===== config.mk =====
export PLATFORM = sky130hd
export DESIGN_NAME = websocket_frame_deframer
export DESIGN_NICKNAME = d
export VERILOG_FILES = /design/src/rtl/wsdf_pkg.sv /design/src/rtl/wsdf_step.sv /design/src/rtl/websocket_frame_deframer.sv
export SDC_FILE = /design/constraint.sdc
export NUM_CORES = 1
export LEC_CHECK = 0
export BUFFER_PORTS_ARGS = -buffer_cell sky130_fd_sc_hd__buf_2
export CORE_AREA = 2 2 107 161
export DETAILED_ROUTE_END_ITERATION = 10
export DIE_AREA = 0 0 109 163
export GPL_ROUTABILITY_DRIVEN = 1
export PLACE_DENSITY = 0.73
export SETUP_SLACK_MARGIN = 0.15
export SYNTH_ARGS = -nofsm -noshare
export SYNTH_HDL_FRONTEND = slang
export SYNTH_SLANG_ARGS = --single-unit

===== constraint.sdc =====
create_clock -name clk -period 11.1 [get_ports clk]
set_input_delay 2.22 -clock clk [delete_from_list [all_inputs] [get_ports clk]]
set_output_delay 2.22 -clock clk [all_outputs]
set_load 0.005 [all_outputs]

===== src/rtl/wsdf_pkg.sv =====
// ---------------------------------------------------------------------------
// WebSocket frame deframer package
// Shared types and constants for the frame header decoder and its top level.
// ---------------------------------------------------------------------------
package wsdf_pkg;

	// Width of the kept payload length (16 to 32)
	localparam int LENGTH_BITS = 32;

	// Second header byte length codes
	localparam logic [6:0] LEN_EXT16 = 7'd126;
	localparam logic [6:0] LEN_EXT64 = 7'd127;

	// Extension and key byte counts
	localparam logic [3:0] EXT16_BYTES    = 4'd2;
	localparam logic [3:0] EXT64_SKIP     = 4'd4;
	localparam logic [3:0] EXT64_BYTES    = 4'd8;
	localparam logic [3:0] MASK_KEY_BYTES = 4'd4;

	// Decoder phases, one-hot
	typedef enum logic [6:0] {
		PH_HDR0    = 7'b0000001,
		PH_HDR1    = 7'b0000010,
		PH_EXT16   = 7'b0000100,
		PH_EXT64   = 7'b0001000,
		PH_MASK    = 7'b0010000,
		PH_PAYLOAD = 7'b0100000,
		PH_DRAIN   = 7'b1000000
	} phase_t;

	// Frame decoder state
	typedef struct packed {
		phase_t                 phase;
		logic [3:0]             hdr_idx;
		logic [3:0]             opcode;
		logic                   mask_on;
		logic [LENGTH_BITS-1:0] length;
		logic [31:0]            key;
		logic [LENGTH_BITS-1:0] count;
	} state_t;

	// One result transaction
	typedef struct packed {
		logic [7:0]  out_byte;
		logic        byte_valid;
		logic [3:0]  opcode;
		logic [31:0] length;
		logic        frame_end;
		logic        status;
	} result_t;

endpackage


===== src/rtl/wsdf_step.sv =====
// ---------------------------------------------------------------------------
// WebSocket frame deframer byte step
// Combinational next-state and result logic for one received byte.
// ---------------------------------------------------------------------------
module wsdf_step (
	input  wsdf_pkg::state_t  cur,
	input  logic [7:0]        data_byte,
	input  logic              last,
	output wsdf_pkg::state_t  nxt,
	output wsdf_pkg::result_t res,
	output logic              has_res
);
	import wsdf_pkg::*;

	logic       hdr_done;
	logic       start;
	logic       done;
	logic       have_byte;
	logic       drop;
	logic [7:0] ob;
	logic [3:0] idx_inc;

	assign idx_inc = cur.hdr_idx + 4'd1;

	always_comb begin
		nxt       = cur;
		hdr_done  = 1'b0;
		start     = 1'b0;
		done      = 1'b0;
		have_byte = 1'b0;
		drop      = 1'b0;
		ob        = 8'h00;

		// per-phase byte handling
		case (cur.phase)
			PH_HDR0: begin
				nxt.opcode  = data_byte[3:0];
				nxt.mask_on = 1'b0;
				nxt.length  = '0;
				nxt.key     = '0;
				nxt.count   = '0;
				nxt.hdr_idx = '0;
				nxt.phase   = PH_HDR1;
			end
			PH_HDR1: begin
				nxt.mask_on = data_byte[7];
				nxt.hdr_idx = '0;
				if (data_byte[6:0] == LEN_EXT16) begin
					nxt.phase = PH_EXT16;
				end else if (data_byte[6:0] == LEN_EXT64) begin
					nxt.phase = PH_EXT64;
				end else begin
					nxt.length = LENGTH_BITS'(data_byte[6:0]);
					hdr_done   = 1'b1;
				end
			end
			PH_EXT16: begin
				nxt.length  = LENGTH_BITS'({cur.length, data_byte});
				nxt.hdr_idx = idx_inc;
				if (idx_inc >= EXT16_BYTES) begin
					hdr_done = 1'b1;
				end
			end
			PH_EXT64: begin
				// only the low four bytes of the 64-bit length count
				if (cur.hdr_idx >= EXT64_SKIP) begin
					nxt.length = LENGTH_BITS'({cur.length, data_byte});
				end
				nxt.hdr_idx = idx_inc;
				if (idx_inc >= EXT64_BYTES) begin
					hdr_done = 1'b1;
				end
			end
			PH_MASK: begin
				nxt.key     = {cur.key[23:0], data_byte};
				nxt.hdr_idx = idx_inc;
				if (idx_inc >= MASK_KEY_BYTES) begin
					nxt.hdr_idx = '0;
					start       = 1'b1;
				end
			end
			PH_PAYLOAD: begin
				// key byte 0 is the most significant
				ob        = data_byte ^ cur.key[8*(3 - int'(cur.count[1:0])) +: 8];
				nxt.count = cur.count + LENGTH_BITS'(1);
				have_byte = 1'b1;
				if (nxt.count == cur.length) begin
					done = 1'b1;
				end
			end
			PH_DRAIN: begin
				drop = 1'b1;
				if (last) begin
					nxt.phase = PH_HDR0;
				end
			end
			default: begin
				drop = 1'b1;
				if (last) begin
					nxt.phase = PH_HDR0;
				end
			end
		endcase

		// header complete: key next, or payload
		if (hdr_done) begin
			nxt.hdr_idx = '0;
			if (nxt.mask_on) begin
				nxt.phase = PH_MASK;
			end else begin
				start = 1'b1;
			end
		end
		if (start) begin
			nxt.count = '0;
			if (nxt.length == '0) begin
				done = 1'b1;
			end else begin
				nxt.phase = PH_PAYLOAD;
			end
		end

		// result selection
		has_res        = 1'b0;
		res.out_byte   = 8'h00;
		res.byte_valid = 1'b0;
		res.opcode     = nxt.opcode;
		res.length     = 32'(nxt.length);
		res.frame_end  = 1'b0;
		res.status     = 1'b0;
		if (!drop) begin
			if (done) begin
				has_res        = 1'b1;
				res.out_byte   = ob;
				res.byte_valid = have_byte;
				res.frame_end  = 1'b1;
				nxt.phase      = last ? PH_HDR0 : PH_DRAIN;
			end else if (last) begin
				// buffer ended early: incomplete marker
				has_res       = 1'b1;
				res.frame_end = 1'b1;
				res.status    = 1'b1;
				nxt.phase     = PH_HDR0;
			end else if (have_byte) begin
				has_res        = 1'b1;
				res.out_byte   = ob;
				res.byte_valid = 1'b1;
			end
		end
	end

endmodule


===== src/rtl/websocket_frame_deframer.sv =====
// Flow: a byte accepted into the input register is decoded combinationally, and its result
// enters the result register when the byte moves on, which a receiver stall can hold off.
// Throughput: one byte per cycle while the receiver does not stall; a byte with no result is still consumed.
// The input register and the result register decouple the two channels.
// Reset (arst_n low) clears all valid flags and the decoder state at once;
// the block waits for the first header byte of a new frame.
// ---------------------------------------------------------------------------
// WebSocket frame deframer
// Decodes one WebSocket frame per received buffer, one byte per transaction,
// and emits unmasked payload bytes plus end and incomplete markers.
// ---------------------------------------------------------------------------
module websocket_frame_deframer (
	input  logic        clk,
	input  logic        arst_n,
	input  logic        in_valid,
	output logic        in_stall,
	input  logic [7:0]  data_byte,
	input  logic        buffer_end,
	output logic        out_valid,
	input  logic        out_stall,
	output logic [7:0]  out_byte,
	output logic        byte_valid,
	output logic [3:0]  frame_opcode,
	output logic [31:0] decoded_length,
	output logic        frame_end,
	output logic        status
);
	import wsdf_pkg::*;

	logic       valid_s1;
	logic [7:0] data_s1;
	logic       end_s1;
	state_t     state_q;
	state_t     state_nxt;
	result_t    res;
	result_t    res_q;
	logic       has_res;
	logic       advance;

	// a held byte moves on when the result slot is free or being taken
	assign advance  = valid_s1 && (!out_valid || !out_stall);
	assign in_stall = valid_s1 && !advance;

	// input register
	always_ff @(posedge clk or negedge arst_n) begin
		if (!arst_n) begin
			valid_s1 <= 1'b0;
		end else if (!in_stall) begin
			valid_s1 <= in_valid;
		end
	end

	always_ff @(posedge clk) begin
		if (in_valid && !in_stall) begin
			data_s1 <= data_byte;
			end_s1  <= buffer_end;
		end
	end

	// byte decode
	wsdf_step u_step (
		.cur       (state_q),
		.data_byte (data_s1),
		.last      (end_s1),
		.nxt       (state_nxt),
		.res       (res),
		.has_res   (has_res)
	);

	// decoder state
	always_ff @(posedge clk or negedge arst_n) begin
		if (!arst_n) begin
			state_q.phase   <= PH_HDR0;
			state_q.hdr_idx <= '0;
			state_q.opcode  <= '0;
			state_q.mask_on <= 1'b0;
			state_q.length  <= '0;
			state_q.key     <= '0;
			state_q.count   <= '0;
		end else if (advance) begin
			state_q <= state_nxt;
		end
	end

	// result register
	always_ff @(posedge clk or negedge arst_n) begin
		if (!arst_n) begin
			out_valid <= 1'b0;
		end else if (advance) begin
			out_valid <= has_res;
		end else if (!out_stall) begin
			out_valid <= 1'b0;
		end
	end

	always_ff @(posedge clk) begin
		if (advance && has_res) begin
			res_q <= res;
		end
	end

	assign out_byte       = res_q.out_byte;
	assign byte_valid     = res_q.byte_valid;
	assign frame_opcode   = res_q.opcode;
	assign decoded_length = res_q.length;
	assign frame_end      = res_q.frame_end;
	assign status         = res_q.status;

	// a result without frame end always carries a payload byte
	a_mid_has_byte: assert property (@(posedge clk) disable iff (!arst_n)
		out_valid && !frame_end |-> byte_valid)
		else $error("mid-frame result without payload byte");

	// incomplete marker ends the frame and carries no byte
	a_status_marker: assert property (@(posedge clk) disable iff (!arst_n)
		out_valid && status |-> frame_end && !byte_valid)
		else $error("incomplete marker malformed");

	// markers carry a zero byte
	a_marker_zero: assert property (@(posedge clk) disable iff (!arst_n)
		out_valid && !byte_valid |-> out_byte == 8'h00)
		else $error("marker result with nonzero byte");

	// decoder state only moves when a held byte is processed
	a_state_hold: assert property (@(posedge clk) disable iff (!arst_n)
		!advance |=> $stable(state_q))
		else $error("decoder state changed without a byte");

	// an incomplete marker always returns the decoder to the header phase
	a_restart: assert property (@(posedge clk) disable iff (!arst_n)
		advance && has_res && res.status |=> state_q.phase == PH_HDR0)
		else $error("no restart after incomplete frame");

endmodule


Yosys cells after proc, flatten, opt, wreduce, memory -nomap -nowiden

Index checks and enable logic that the tools add are counted.

Flip-flop bits (word level): 170
Word-level logic and storage cells: 107

Add/sub/neg operators: 3
$lt $le $gt $ge: 4
Eq/ne operators: 10
Shift-type cells: 1
Muxes and demuxes: 49
Bitwise operators: 2
Reductions and logical operators: 21

Operator list:

| operator              | number |
|---|---|
| $mux 32               | 4 |
| $pmux 32 s2           | 2 |
| $pmux 32 s4           | 1 |
| $mux 7                | 10 |
| $add 32x1->32 const B | 1 |
| $eq 32x32->1          | 1 |
| $logic_not 32->1      | 1 |
| $shiftx 32x32->8      | 1 |
| $mux 9                | 3 |
| $pmux 7 s3            | 1 |
| $mux 1                | 20 |
| $eq 7x7->1 const B    | 2 |
| $pmux 4 s3            | 1 |
| $mux 11               | 1 |
| $ge 4x3->1 const B    | 2 |
| $mux 4                | 2 |
| $mux 8                | 1 |
| $xor 8x8->8           | 1 |
| $eq 7x1->1 const B    | 1 |
| $eq 7x2->1 const B    | 1 |
| $eq 7x3->1 const B    | 1 |
| $eq 7x4->1 const B    | 1 |
| $eq 7x5->1 const B    | 1 |
| $eq 7x6->1 const B    | 1 |
| other kinds (19)      | 29 |

Depth between registers and ports, before layout

Depth in word-level cells: 11
Gate-level depth with buffers: 11
Depth with buffers taken out: 10

By module

Synthesis repeated with hierarchy kept, for this count alone.

Cell total of the unflattened synthesis: 954
Area, all modules: 10571.4 µm²

By module, submodules not included:

| module                   | times used | cells an instance | area an instance (µm²) | sequential area each (µm²) |
|---|---|---|---|---|
| websocket_frame_deframer | 1          | 303               | 6356.1                 | 4535.6 |
| wsdf_step                | 1          | 651               | 4215.3                 | 0.0 |

Worst setup path after synthesis

OpenSTA, ideal clock, no wires.

Path type: input port to flip-flop
Start point: input port out_stall
End point: register res_q (netlist bit byte_valid) (enable)
Setup time: 480 ps
Arrival time: 5242 ps
Data required time: 10620 ps
Setup slack: 5378 ps
Stages on the path: 4
Path buffers: 0
Path through: nand2_1 nand2_1 or3_1 a31oi_1

Cells in the longest elaborated chain, start to end: 4

RTL lines:

| what                 | line                           | text |
|---|---|---|
| from (decl)          | websocket_frame_deframer.sv:20 | `input logic out_stall,` |
| $logic_not 1->1      | n/a                            |  |
| $logic_or 1x1->1     | websocket_frame_deframer.sv:41 | `assign advance = valid_s1 && (!out_valid \|\| !out_stall);` |
| $logic_and 1x1->1    | websocket_frame_deframer.sv:41 |  |
| $logic_and 1x1->1    | websocket_frame_deframer.sv:97 | `if (advance && has_res) begin` |
| to (signal assigned) | websocket_frame_deframer.sv:98 | `res_q <= res;` |
| to (decl)            | websocket_frame_deframer.sv:36 | `result_t res_q;` |

No other way between the ends.
A chain may end at the register's enable or synchronous reset.

Final worst setup path

Start point: input port out_stall
End point: output port in_stall

Cells in the longest elaborated chain, start to end: 5

RTL lines:

| what              | line                           | text |
|---|---|---|
| $logic_not 1->1   | n/a                            |  |
| $logic_or 1x1->1  | websocket_frame_deframer.sv:41 |  |
| $logic_and 1x1->1 | websocket_frame_deframer.sv:41 |  |
| $logic_not 1->1   | websocket_frame_deframer.sv:42 | `assign in_stall = valid_s1 && !advance;` |
| $logic_and 1x1->1 | websocket_frame_deframer.sv:42 |  |
| to (decl)         | websocket_frame_deframer.sv:16 | `output logic in_stall,` |

No other way between the ends.

==> results.md <==
- Status: finished clean
- Overall Global Routing Usage: between 20% and 30%
- Initial antenna violation count: 0
- Leading cell type in the layout, fill and taps excluded: sky130_fd_sc_hd__nand2_1
- Number of inserted filler cells in the final layout: between 1k and 1.5k
- Cell with the largest stage delay on the worst path: sky130_fd_sc_hd__buf_2
- Worst setup path endpoint: in_stall
- Core area: between 0.015 and 0.02 mm^2
- Buffers & Inverters on Critical Path: 3
- Maximum clock insertion buffer count: 2
- Mean Syn Cell Area: 10.11 um^2
- Port Buffer Count: 61
- Critical Path AT: approximately 2.6 ns
- Post-synth EDFFs: 56
- Vias in the first global route: ~7k
- Cells traversed along the worst timing path: buf_2 -> nand3_1 -> inv_1 -> buf_2
- Share of the cycle needed by the critical path after routing: a little over two fifths
- CTS Root Buffer Type: sky130_fd_sc_hd__clkbuf_16
- Worst endpoint required time: 8.88 ns
- Post-synthesis cell area: about 0.0089 mm^2
- Setup Viol. Count Final: 0
- Non-filler cells in the finished layout: 1144
- HPWL Detailed: 16.32 mm
- Reg-to-reg slack, setup: approximately 6.6 ns
- Number of nets in the layout: 936
- Number of instances in the synthesized netlist: between 800 and 900
- Starting Density: 53.99%
- Net count after synthesis: 895
- Commonest non-fill, non-tap cells in the layout: sky130_fd_sc_hd__nand2_1, sky130_fd_sc_hd__dfrtp_1, sky130_fd_sc_hd__a22o_1, sky130_fd_sc_hd__o21ai_0, sky130_fd_sc_hd__buf_2
- Total count of max-transition violations in the final report: 0
- Number of gates on the worst path with buffers counted: 4
- Minimum clock period: roughly 4.8 ns
- Gate family responsible for the most delay along the worst path: buffers and inverters
- Launching instance or port of the critical path: out_stall
- Total overflow reported by the global router: 0
- Clock transition at path regs: around 0.070 ns
- Total number of yosys warnings: 0
- Number of buffers added by the clock tree synthesis step: 17
- Total placed cells including tap cells: roughly 1.1k
- Largest net degree at the start of global routing: 71
- Post-Route Skew: roughly 0.014 ns
- Number of post-CTS setup repair buffers: 0
- Peak fanout along the critical path: 3
- Main synth FF type: sky130_fd_sc_hd__dfrtp_1
- Share of cells above drive strength 1: between 10% and 20%
- Clock sink total: 170
- Share of the synthesized area in the top cell type: a little under a third
- Wire length of the first global-routing pass: approximately 38 mm
- Ys async rst share: 67.06%
- Die Height: roughly 160 um
- Highest ir drop seen on vdd: ~0.15 mV
- Number of antenna-violating nets in the routed design: 0
- Area contributors post-synth: sky130_fd_sc_hd__dfrtp_1, sky130_fd_sc_hd__edfxtp_1, sky130_fd_sc_hd__nand2_1
- H-Tree Level Count: 4
- Transition at the pin with the smallest max-transition slack: approximately 1.3 ns
- Die W: roughly 110 um
- Part of the Yosys area used for sequential elements: about half
- Cell count of the worst reg-to-reg path: 10
- Power Density: between 150 and 200 mW/mm^2
- Total wirelength of the detailed-routed design: 23.67 mm
- Critical path's most frequent cell: sky130_fd_sc_hd__buf_2
- Cts-stage hold buffer count: 0
- Destination of the worst register-to-register timing path: decoded_length[23]
- Library cell with the largest summed area after synthesis: sky130_fd_sc_hd__dfrtp_1
- RSZ-0062 raised after global routing: false
- First-iteration detailed-routing DRC count: 486
- Post-DR vias/cell: 6.253
- Number of vias after detailed routing: roughly 7.2k
- R2R Path Start: state_q[0]
- Total of cells resized after clock tree synthesis: 0
- Distinct cells, synth: 75
- Fmax achieved: between 200 and 250 MHz
- Path type of the worst min-delay path: flop to flop
- Number of placed I/O pins: 62
- Sum of negative setup slack: 0 ns
- CTS tree: yes
- N_diodes: 0
- Clock insertion delay at the later pin of the skew report: 0.44 ns
- Global placer's final weighted congestion: 0.9973
- Hold violation count in the final report: 0
- Startpoint Class: input pin
- Critical path capture point type: output pin
- Total of flip-flops plus latches after synthesis: between 150 and 200
- Area growth from synthesis to final layout: 11.42%
- Count of max-cap constraint violations: 0
- Pre-Repair DR Iteration Count: 7
- Static Leak: 4.295 nW
- Drc violations: 0
- Start-to-end type of the worst setup path: input pin to output pin
- Full die area: approximately 0.018 mm^2
- Headroom to the max-slew limit: 13.95%
- Number of standard-cell rows in the floorplan: between 50 and 60
- Largest stage delay on the critical path: between 0.1 and 0.15 ns
- Post-DR wirelength/cell: approximately 21 um
## worst min-delay path by stage
stage / startpoint / endpoint / slack (ns) / cells past startpoint
global placement: state_q[97] / state_q[97] / 0.47 / 2
floorplan: state_q[97] / state_q[97] / 0.45 / 2
finish: state_q[97] / state_q[97] / 0.50 / 2
CTS: state_q[97] / state_q[97] / 0.50 / 2
detailed placement: state_q[97] / state_q[97] / 0.47 / 2
global route: state_q[56] / state_q[56] / 0.53 / 1
## stage by stage
| step | hold slack, ns | power (mW) | cell area, um^2 | util (%) | setup slack (ns) |
|---|---|---|---|---|---|
| floorplan | 0.4460 | 1.143 | 8894 | - | 5.378 |
| global placement | 0.4681 | 1.325 | 9353 | 56.78 | 6.284 |
| detailed placement | 0.4740 | 1.332 | 9353 | 56.78 | 6.281 |
| CTS | 0.4979 | 1.904 | 9910 | 60.15 | 6.279 |
| global route | 0.5264 | 1.985 | 9910 | 60.15 | 6.229 |
| finish | 0.4969 | 1.899 | 9910 | 60.15 | 6.283 |
## flip-flops by register name (all words and copies together), names as in the netlist, 4 cells and up
signal / count
data_s1: 8
state_q: 112
out_byte: 8
decoded_length: 32
frame_opcode: 4
## synth_stat cells, types with 4 or more instances
| master | number |
|---|---|
| sky130_fd_sc_hd__nand2_1 | 155 |
| sky130_fd_sc_hd__dfrtp_1 | 113 |
| sky130_fd_sc_hd__a22o_1 | 63 |
| sky130_fd_sc_hd__o21ai_0 | 63 |
| sky130_fd_sc_hd__edfxtp_1 | 56 |
| sky130_fd_sc_hd__nor2_1 | 55 |
| sky130_fd_sc_hd__xnor2_1 | 34 |
| sky130_fd_sc_hd__clkbuf_1 | 32 |
| sky130_fd_sc_hd__nand3_1 | 24 |
| sky130_fd_sc_hd__a21oi_1 | 22 |
| sky130_fd_sc_hd__nor3_1 | 20 |
| sky130_fd_sc_hd__xor2_1 | 18 |
| sky130_fd_sc_hd__nor4_1 | 15 |
| sky130_fd_sc_hd__o31ai_1 | 14 |
| sky130_fd_sc_hd__and3_1 | 13 |
| sky130_fd_sc_hd__inv_1 | 13 |
| sky130_fd_sc_hd__nand4_1 | 12 |
| sky130_fd_sc_hd__buf_2 | 10 |
| sky130_fd_sc_hd__nand2b_1 | 10 |
| sky130_fd_sc_hd__a31oi_1 | 9 |
| sky130_fd_sc_hd__and2_1 | 9 |
| sky130_fd_sc_hd__and4_1 | 9 |
| sky130_fd_sc_hd__mux4_2 | 8 |
| sky130_fd_sc_hd__mux2_2 | 7 |
| sky130_fd_sc_hd__or3_1 | 6 |
| sky130_fd_sc_hd__a221oi_1 | 5 |
| sky130_fd_sc_hd__nand3b_1 | 5 |
| sky130_fd_sc_hd__o21ai_1 | 5 |
| sky130_fd_sc_hd__a21o_1 | 4 |
| sky130_fd_sc_hd__o211ai_1 | 4 |
## power breakdown
part	switching (mW)	total, mW	internal, mW
registers	0.0752	0.823	0.748
logic	0.335	0.506	0.171
clock network	0.274	0.570	0.296
## logic make-up after synthesis
logic type               count (synthesis)  synth area share, %
multiplexers                            18                3.250
adder cells (fa/ha/maj)                  2               0.2813
XOR/XNOR                                52                5.121
AO/OA/AOI/OAI                          215                16.98
buffers and inverters                   62                2.983
AND/OR/NAND/NOR                        361                20.39
flip-flops                             170                51.00
## metal layers
metal / GRT usage (%) / vias up / wire, um
met3: 4.122 / 59 / 951
met4: 15.21 / 0 / 1113
li1: - / 3334 / -
met2: 48.87 / 247 / 12490
met1: 32.91 / 3514 / 9115
met5: 0 / - / 0
## layout make-up
class	instances	area, um^2	share of cell area, %
tap	210	262.8	2.652
clock buffer	18	429.2	4.331
clock inverter	14	127.6	1.288
timing repair buffer	71	382.9	3.864
sequential	170	4536	45.77
multi-input combinational	648	4123	41.60
inverter	13	48.80	0.4924
## tightest hold or removal path, stage by stage, from the launching register on
cell and delay, ns:
sky130_fd_sc_hd__dfrtp_1 0.35, sky130_fd_sc_hd__nand2_1 0.05, sky130_fd_sc_hd__o21ai_0 0.06
Power figures use the tool's default switching activity.
